===== src/rtl/bee_pkg.sv =====
`timescale 1ns / 1ps

package bee_pkg;

    localparam int  MaxChars           = 6;
    localparam bit  JSON_ESCAPE_SOLIDUS = 1'b0;

    typedef enum logic [1:0] {
        STYLE_C     = 2'd0,
        STYLE_JSON  = 2'd1,
        STYLE_CARET = 2'd2,
        STYLE_NAMES = 2'd3
    } t_style;

    typedef logic [7:0] t_char;

    typedef struct packed {
        logic [MaxChars-1:0][7:0] chars;  // chars[0] goes out first
        logic [2:0]               len;
    } t_seq;

    typedef struct packed {
        logic [23:0] text;                // first char in [23:16]
        logic        three;               // 1: three chars, else two
    } t_name;

    localparam t_char CH_BSL   = 8'h5C;
    localparam t_char CH_DQ    = 8'h22;
    localparam t_char CH_SQ    = 8'h27;
    localparam t_char CH_SLASH = 8'h2F;
    localparam t_char CH_CARET = 8'h5E;
    localparam t_char CH_LT    = 8'h3C;
    localparam t_char CH_GT    = 8'h3E;
    localparam t_char CH_ZERO  = 8'h30;
    localparam t_char CH_U     = 8'h75;
    localparam t_char CH_NUL   = 8'h00;

    function automatic t_char hex_digit(input logic [3:0] nib);
        t_char c;
        if (nib < 4'd10) begin
            c = CH_ZERO + {4'h0, nib};
        end else begin
            c = 8'h61 + {4'h0, nib} - 8'd10;
        end
        return c;
    endfunction

    function automatic t_name ctl_name(input logic [5:0] k);
        t_name n;
        case (k)
            6'd0:    n = '{"NUL", 1'b1};
            6'd1:    n = '{"SOH", 1'b1};
            6'd2:    n = '{"STX", 1'b1};
            6'd3:    n = '{"ETX", 1'b1};
            6'd4:    n = '{"EOT", 1'b1};
            6'd5:    n = '{"ENQ", 1'b1};
            6'd6:    n = '{"ACK", 1'b1};
            6'd7:    n = '{"BEL", 1'b1};
            6'd8:    n = '{{"BS", CH_NUL}, 1'b0};
            6'd9:    n = '{{"HT", CH_NUL}, 1'b0};
            6'd10:   n = '{{"LF", CH_NUL}, 1'b0};
            6'd11:   n = '{{"VT", CH_NUL}, 1'b0};
            6'd12:   n = '{{"FF", CH_NUL}, 1'b0};
            6'd13:   n = '{{"CR", CH_NUL}, 1'b0};
            6'd14:   n = '{{"SO", CH_NUL}, 1'b0};
            6'd15:   n = '{{"SI", CH_NUL}, 1'b0};
            6'd16:   n = '{"DLE", 1'b1};
            6'd17:   n = '{"DC1", 1'b1};
            6'd18:   n = '{"DC2", 1'b1};
            6'd19:   n = '{"DC3", 1'b1};
            6'd20:   n = '{"DC4", 1'b1};
            6'd21:   n = '{"NAK", 1'b1};
            6'd22:   n = '{"SYN", 1'b1};
            6'd23:   n = '{"ETB", 1'b1};
            6'd24:   n = '{"CAN", 1'b1};
            6'd25:   n = '{{"EM", CH_NUL}, 1'b0};
            6'd26:   n = '{"SUB", 1'b1};
            6'd27:   n = '{"ESC", 1'b1};
            6'd28:   n = '{{"FS", CH_NUL}, 1'b0};
            6'd29:   n = '{{"GS", CH_NUL}, 1'b0};
            6'd30:   n = '{{"RS", CH_NUL}, 1'b0};
            6'd31:   n = '{{"US", CH_NUL}, 1'b0};
            6'd32:   n = '{"DEL", 1'b1};
            default: n = '{"DEL", 1'b1};
        endcase
        return n;
    endfunction

endpackage


===== src/rtl/bee_encode.sv =====
`timescale 1ns / 1ps

module bee_encode (
    input  logic [7:0]    i_byte,
    input  bee_pkg::t_style i_style,
    output bee_pkg::t_seq o_seq
);
    import bee_pkg::*;

    logic  ctl;
    t_char letter;
    t_name name;
    logic [5:0] name_idx;

    assign ctl      = (i_byte < 8'd32) || (i_byte == 8'd127);
    assign name_idx = (i_byte == 8'd127) ? 6'd32 : {1'b0, i_byte[4:0]};
    assign name     = ctl_name(name_idx);

    always_comb begin
        letter = CH_NUL;
        case (i_style)
            STYLE_C: begin
                case (i_byte)
                    8'd7:    letter = "a";
                    8'd8:    letter = "b";
                    8'd9:    letter = "t";
                    8'd10:   letter = "n";
                    8'd11:   letter = "v";
                    8'd12:   letter = "f";
                    8'd13:   letter = "r";
                    8'd27:   letter = "e";
                    CH_SQ:   letter = CH_SQ;
                    CH_DQ:   letter = CH_DQ;
                    CH_BSL:  letter = CH_BSL;
                    default: letter = CH_NUL;
                endcase
            end
            STYLE_JSON: begin
                case (i_byte)
                    CH_DQ:   letter = CH_DQ;
                    CH_BSL:  letter = CH_BSL;
                    8'd8:    letter = "b";
                    8'd12:   letter = "f";
                    8'd10:   letter = "n";
                    8'd13:   letter = "r";
                    8'd9:    letter = "t";
                    CH_SLASH: letter = JSON_ESCAPE_SOLIDUS ? CH_SLASH : CH_NUL;
                    default: letter = CH_NUL;
                endcase
            end
            default: letter = CH_NUL;
        endcase
    end

    always_comb begin
        o_seq = '0;
        if (letter != CH_NUL) begin
            o_seq.chars[0] = CH_BSL;
            o_seq.chars[1] = letter;
            o_seq.len      = 3'd2;
        end else if (i_style == STYLE_CARET && ctl) begin
            o_seq.chars[0] = CH_CARET;
            o_seq.chars[1] = i_byte ^ 8'h40;
            o_seq.len      = 3'd2;
        end else if (i_style == STYLE_NAMES && ctl) begin
            o_seq.chars[0] = CH_LT;
            o_seq.chars[1] = name.text[23:16];
            o_seq.chars[2] = name.text[15:8];
            if (name.three) begin
                o_seq.chars[3] = name.text[7:0];
                o_seq.chars[4] = CH_GT;
                o_seq.len      = 3'd5;
            end else begin
                o_seq.chars[3] = CH_GT;
                o_seq.len      = 3'd4;
            end
        end else if (i_byte >= 8'h20 && i_byte <= 8'h7E) begin
            o_seq.chars[0] = i_byte;
            o_seq.len      = 3'd1;
        end else if (i_style == STYLE_JSON) begin
            o_seq.chars[0] = CH_BSL;
            o_seq.chars[1] = CH_U;
            o_seq.chars[2] = CH_ZERO;
            o_seq.chars[3] = CH_ZERO;
            o_seq.chars[4] = hex_digit(i_byte[7:4]);
            o_seq.chars[5] = hex_digit(i_byte[3:0]);
            o_seq.len      = 3'd6;
        end else begin
            o_seq.chars[0] = CH_BSL;
            o_seq.chars[1] = CH_ZERO + {6'd0, i_byte[7:6]};
            o_seq.chars[2] = CH_ZERO + {5'd0, i_byte[5:3]};
            o_seq.chars[3] = CH_ZERO + {5'd0, i_byte[2:0]};
            o_seq.len      = 3'd4;
        end
    end

endmodule


===== src/rtl/bee_serializer.sv =====
`timescale 1ns / 1ps

module bee_serializer (
    input  logic          i_clk,
    input  logic          i_rst_n,
    input  logic          i_load,
    input  bee_pkg::t_seq i_seq,
    output logic          o_busy,
    output logic [7:0]    o_char,
    output logic          o_last,
    output logic          o_strobe
);
    import bee_pkg::*;

    logic [MaxChars-1:0][7:0] r_chars, n_chars;
    logic [2:0]               r_cnt, n_cnt;
    logic [7:0]               r_char;
    logic                     r_last, r_strobe;

    // free to load once at most one char is left: it leaves this cycle
    assign o_busy = (r_cnt > 3'd1);

    always_comb begin
        n_chars = {CH_NUL, r_chars[MaxChars-1:1]};
        n_cnt   = (r_cnt != 3'd0) ? r_cnt - 3'd1 : 3'd0;
        if (i_load) begin
            n_chars = i_seq.chars;
            n_cnt   = i_seq.len;
        end
    end

    always_ff @(posedge i_clk) begin
        r_chars <= n_chars;
        r_char  <= r_chars[0];
        r_last  <= (r_cnt == 3'd1);
        if (!i_rst_n) begin
            r_cnt    <= 3'd0;
            r_strobe <= 1'b0;
        end else begin
            r_cnt    <= n_cnt;
            r_strobe <= (r_cnt != 3'd0);
        end
    end

    assign o_char   = r_char;
    assign o_last   = r_last;
    assign o_strobe = r_strobe;

endmodule


===== src/rtl/byte_escape_encoder.sv =====
`timescale 1ns / 1ps
// Each item is loaded into the char buffer at the edge that takes it; its first char then moves
// to the char output register, which strobes it for the receiver to accept.
// Throughput: one output char per cycle; an item has 1 to 6 chars in its escape, and a new
// item can be taken as the last char of the previous one leaves the char buffer.
// Receiver cannot stall; o_strobe marks each char for one cycle.
// Reset (synchronous, active low) empties the char buffer and sets style to C.
module byte_escape_encoder (
    input  logic       i_clk,
    input  logic       i_rst_n,
    input  logic       i_escape_style_we,
    input  logic [1:0] i_escape_style,
    input  logic       start,
    output logic       busy,
    input  logic [7:0] i_in_byte,
    output logic       o_strobe,
    output logic [7:0] o_out_char,
    output logic       o_last_char
);
    import bee_pkg::*;

    t_style r_escape_style;
    t_seq   enc_seq;
    logic   load;

    always_ff @(posedge i_clk) begin
        if (!i_rst_n) begin
            r_escape_style <= STYLE_C;
        end else if (i_escape_style_we) begin
            r_escape_style <= t_style'(i_escape_style);
        end
    end

    assign load = start && !busy;

    bee_encode u_encode (
        .i_byte  (i_in_byte),
        .i_style (r_escape_style),
        .o_seq   (enc_seq)
    );

    bee_serializer u_serializer (
        .i_clk    (i_clk),
        .i_rst_n  (i_rst_n),
        .i_load   (load),
        .i_seq    (enc_seq),
        .o_busy   (busy),
        .o_char   (o_out_char),
        .o_last   (o_last_char),
        .o_strobe (o_strobe)
    );

endmodule

===== config.mk =====
export PLATFORM = sky130hd
export DESIGN_NAME = byte_escape_encoder
export DESIGN_NICKNAME = d
export VERILOG_FILES = /design/src/rtl/bee_pkg.sv /design/src/rtl/bee_encode.sv /design/src/rtl/bee_serializer.sv /design/src/rtl/byte_escape_encoder.sv
export SDC_FILE = /design/constraint.sdc
export NUM_CORES = 1
export LEC_CHECK = 0
export BUFFER_PORTS_ARGS = -buffer_cell sky130_fd_sc_hd__buf_4
export CORE_MARGIN = 2
export CORE_UTILIZATION = 40
export DETAILED_ROUTE_END_ITERATION = 10
export HOLD_SLACK_MARGIN = 0.1
export SLEW_MARGIN = 20
export SYNTH_ARGS = -nofsm -noshare
export SYNTH_HDL_FRONTEND = slang
export SYNTH_SLANG_ARGS = --single-unit

===== constraint.sdc =====
create_clock -name i_clk -period 7.3 [get_ports i_clk]
set_clock_uncertainty 0.15 [all_clocks]
set_input_delay 0.365 -clock i_clk [delete_from_list [all_inputs] [get_ports i_clk]]
set_output_delay 0.365 -clock i_clk [all_outputs]
set_load 0.03 [all_outputs]

# Word-level counts from Yosys, hierarchy flattened

Memory sizes are Yosys's and may differ from the RTL's.
Cells that the tools add are included.
Widths: inputs -> output; s select.

Memory bits (read-only): 1,152
Memories kept: 1
Register bits: 63
Input port bits: 14
Output and inout bits: 11

Reductions and logical operators: 10
Magnitude comparators: 6
Bitwise gates (word level): 3
Muxes and demuxes: 25
Add/subtract/negate cells: 10
Equal/unequal tests: 16

Memories:

| memory           | words | width | read ports | clocked after Yosys merged registers in | write ports | line          | RTL |
|---|---|---|---|---|---|---|---|
| (name not given) | 64    | 18    | 1          | 0                                       | 0           | bee_pkg.sv:50 | `case (k)` |

Operators with widths:

| operator            | number |
|---|---|
| $mux 35             | 5 |
| $mux 40             | 2 |
| $pmux 7 s11         | 1 |
| $pmux 7 s7          | 1 |
| $eq 8x4->1 const B  | 6 |
| $mux 24             | 2 |
| $mux 43             | 1 |
| $mux 19             | 2 |
| $mux 8              | 3 |
| $add 7x4->8 const A | 2 |
| $eq 8x6->1 const B  | 2 |
| $eq 8x7->1 const B  | 2 |
| $mux 16             | 1 |
| $pmux 8 s2          | 1 |
| $sub 8x4->8 const B | 2 |
| $add 6x3->7 const A | 2 |
| $add 6x4->7 const A | 2 |
| $mux 6              | 2 |
| $mux 11             | 1 |
| $eq 8x3->1 const B  | 1 |
| $eq 8x5->1 const B  | 1 |
| $ge 8x6->1 const B  | 1 |
| $le 8x7->1 const B  | 1 |
| $lt 4x4->1 const B  | 2 |
| other kinds (17)    | 24 |

# Depth between registers and ports, before layout

Word-level depth: 11
Depth in mapped cells: 12
Mapped depth without buffers: 10

# By module

From an unflattened synthesis, not the netlist that was laid out.

Cells, all modules: 483
Area total of the unflattened synthesis: 4,362.9 um^2

Modules (own cells, without submodules):

| module              | area each (um^2) | cells each | sequential area each (um^2) | times used |
|---|---|---|---|---|
| bee_encode          | 2,243.4          | 344        | 0.0                         | 1 |
| bee_serializer      | 2,040.7          | 132        | 1,221.2                     | 1 |
| byte_escape_encoder | 78.8             | 7          | 40.0                        | 1 |

# Worst setup path before layout

No wires, ideal clock.

Kind: input -> register
From: input port i_in_byte[0]
To: register u_serializer.r_chars[41] (netlist bit)
Required time: 7.064 ns
Setup time: 0.086 ns
Arrival time: 2.391 ns
Setup slack: 4.673 ns
Stages: 9
Cells stage by stage: clkbuf_1 -> inv_1 -> ha_1 -> nor2b_1 -> o31ai_2 -> nand3_1 -> or4_4 -> buf_6 -> a221oi_2

Word-level cells in the longest chain between the ends: 5
Elaborated cells on any way between the ends: 29
Those cells by class: add/sub (3); order compare (4); eq/ne (12); mux (4); reduce/logical (6)

RTL lines:

| what                                                | line                      | RTL |
|---|---|---|
| start: declaration                                  | byte_escape_encoder.sv:15 | `input logic [7:0] i_in_byte,` |
| branches (longest 5 deep; another with $add 7x4->8) | n/a                       |  |
| end signal: assignment                              | bee_serializer.sv:33      | `r_chars <= n_chars;` |
| end: declaration                                    | bee_serializer.sv:15      | `logic [MaxChars-1:0][7:0] r_chars, n_chars;` |

Several ways; the timed one is not identified.
A chain may end at the register's enable or synchronous reset.

==> reports/metrics.yaml <==
synthesis:
  yosys_warnings: 0
  synth.most_common_cell: "dfxtp_1"
  ys_seq_area_frac: 0.333
  synth_commonest_cells: "dfxtp_1 (59), nand2_1 (53), o21ai_0 (43)"
  synth_flop_cell: "dfxtp_1"
  synth_edf_count: 0
  avgSynthCellArea_um2: 7.82
  synth_area_mm2: 0.00355
  synth_top_area_frac: 0.333
  ys_async_sr_fraction: 0
  syn_nets: 482
  synth_area_leaders: "dfxtp_1 (33%), o21ai_0 (6.1%), nand2_1 (5.6%)"
  yosysTopAreaCell: "dfxtp_1"
  synthCells: 454
  synth-seq-cells: 59
  yosysUniqueCellTypes: 77
sta:
  whs_ns: 0.127
  setup_viol: 0
  finalCritPeriodShare: 0.420
  rsz0062_at_grt: "false"
  fin_setup_tns_ns: 0
  relSlewSlack: 0.523
  worst_pin_slew_ns: 0.697
  min_period_ns: 3.06
  drv_slew: 0
  finalHoldViolations: 0
  fmax_mhz: 326
setup_path:
  cp_slowest_cell: "clkinv_1"
  path_cells: "buf_4 > clkinv_1 > ha_1 > and4bb_2 > o31ai_2 > a31oi_4 > nor2_2 > nand2_1 > o41ai_1"
  cp.arrival_ns: 3.14
  endpoint_kind: "flop"
  crit_required_ns: 7.38
  crit_fanout: 32
  cp-start-kind: "input pin"
  critPathMaxStageDelay_ns: 0.48
  path_class: "in2reg"
job:
  maxCapViolations: 0
power:
  leakage_nw: 1.53
  power_density_mw_per_mm2: 223
  vdd_drop_max_v: 0.000115
detailed_routing:
  wl_um: 10900
  ant_nets: 0
  wl_per_cell_um: 19.2
  drc: 0
  drt_iter0_drc: 363
  vias: 3533
  vias_per_cell: 6.24
  firstDrtPassIters: 5
grt:
  grt_overflow_total: 0
  grtUsageMet2: 0.364
  grt_use_total: 0.226
  grt_max_degree: 56
  busiest_layer: "met2"
  antenna_found_initial: 0
  gr-usage-met3: 0.0601
  grt_pass1_vias: 3245
  use_met1: 0.300
  grt_first_pass_wirelength_um: 17500
clock_network:
  clk_latency_ns: 0.34
  postCtsHoldBufs: 0
  post-cts-setup-buffers: 0
  cts_buffers: 9
  ctsRootBufferMaster: "clkbuf_8"
  clk_pin_slew_ns: 0.07
  cts_max_path_buffers: 2
  htreeDepth: 3
  post_cts_resized: 0
  cts_tree: "done"
  cts_sinks: 59
final_layout:
  nFillCells: 870
  syn2layout_area_growth_pct: 10.7
  drive_gt1_frac: 0.124
  final_core_util: 0.453
  n_antenna_cell: 0
  layout.nets: 482
  fin_area_mm2: 0.00393
floorplan:
  rows: 34
  dieArea_mm2: 0.00965
  core_mm2: 0.00868
  fp.dieW_um: 98.2
  die_h_um: 98.2
  initial_core_util: 0.409
  io-pin-count: 25
placement:
  place_area_mm2: 0.00370
  place_hpwl_um: 7400
  place.gp.congestion: 0.979
  io_buffers: 24
min_path:
  min_path_type: "in2reg"
outcome:
  status: "finished clean"
kinds of logic (layout without fill, tap and decap cells):
group                      count (synthesis)  count (layout)  share of synthesized area
xor gates and xnor gates                   4               4                    0.00987
muxes                                      5               5                     0.0144
DFF                                       59              59                      0.333
and+or+nand+nor                          163             163                      0.237
buffers and inverters                     53              57                     0.0677
other                                      1               1                    0.00106
AOI/OAI and AO/OA                        155             155                      0.288
adders and majority gates                 14              14                     0.0493
power by group:
part           switching [W]  total, W  internal (W)
combinational       0.000112  0.000171     0.0000593
sequential         0.0000119  0.000365      0.000353
clock               0.000131  0.000340      0.000209
metal layers:
layer | share of wire | wire, µm
met3 | 0.090 | 984
met4 | 0.019 | 209
met2 | 0.46 | 5040
met1 | 0.43 | 4660
met5 | 0 | 0
placed cells by master, fill, tap and decap left out, drive strengths merged, types with 5 or more instances in the layout:
cell and instances:
dfxtp 59, inv 13, and2 8, ha 14, o22ai 6, nor2 36
buf 27, a21boi 5, a211oi 6, a221oi 6, nand3 13, nor2b 9
a21oi 33, nor3 10, o21ai 46, o31ai 7, a31oi 14, clkbuf 11
nand2 54
registers in the layout, indices dropped and copies added, names as in the netlist:
signal / cells
u_serializer.r_chars: 44
r_escape_style: 2
u_serializer.o_strobe: 1
u_serializer.o_char: 8
u_serializer.o_last: 1
u_serializer.r_cnt: 3
final cells by class:
cell class	instances	area, µm²	area share
clock inverters	4	73.8	0.0188
repair buffers	27	203	0.0516
multi-input cells	342	2130	0.542
flip-flops and latches	59	1180	0.301
well taps	108	135	0.0344
inverters	15	56.3	0.0143
clock buffers	11	151	0.0385
stage by stage:
stage,worst slack [ns],std cells,total power (W)
2_1_floorplan,4.67,454,0.000489
4_1_cts,4.32,566,0.000878
5_1_grt,3.97,566,0.000911
3_5_place_dp,3.96,551,0.000540
6_report,4.24,566,0.000877
3_3_place_gp,4.07,551,0.000540
path summary, 6_finish.rpt:
check	from	end	slack (ns)	cells after the start
worst max register to register	r_escape_style[0]	u_serializer.r_chars[18]	4.58	6
worst min-delay path	i_rst_n	u_serializer.r_cnt[0]	0.13	3
worst min register to register	u_serializer.r_chars[1]	u_serializer.o_char[1]	0.18	0
worst max-delay path	i_in_byte[4]	u_serializer.r_chars[21]	4.24	9
worst max-delay path: cells and delay by family:
kind,cells,cell delay [ns]
AO/OA/AOI/OAI,3,0.56
adder cells (fa/ha/maj),1,0.40
buffers and inverters,2,0.78
AND/OR/NAND/NOR,3,1.02
(Power assumes the default switching activity.)
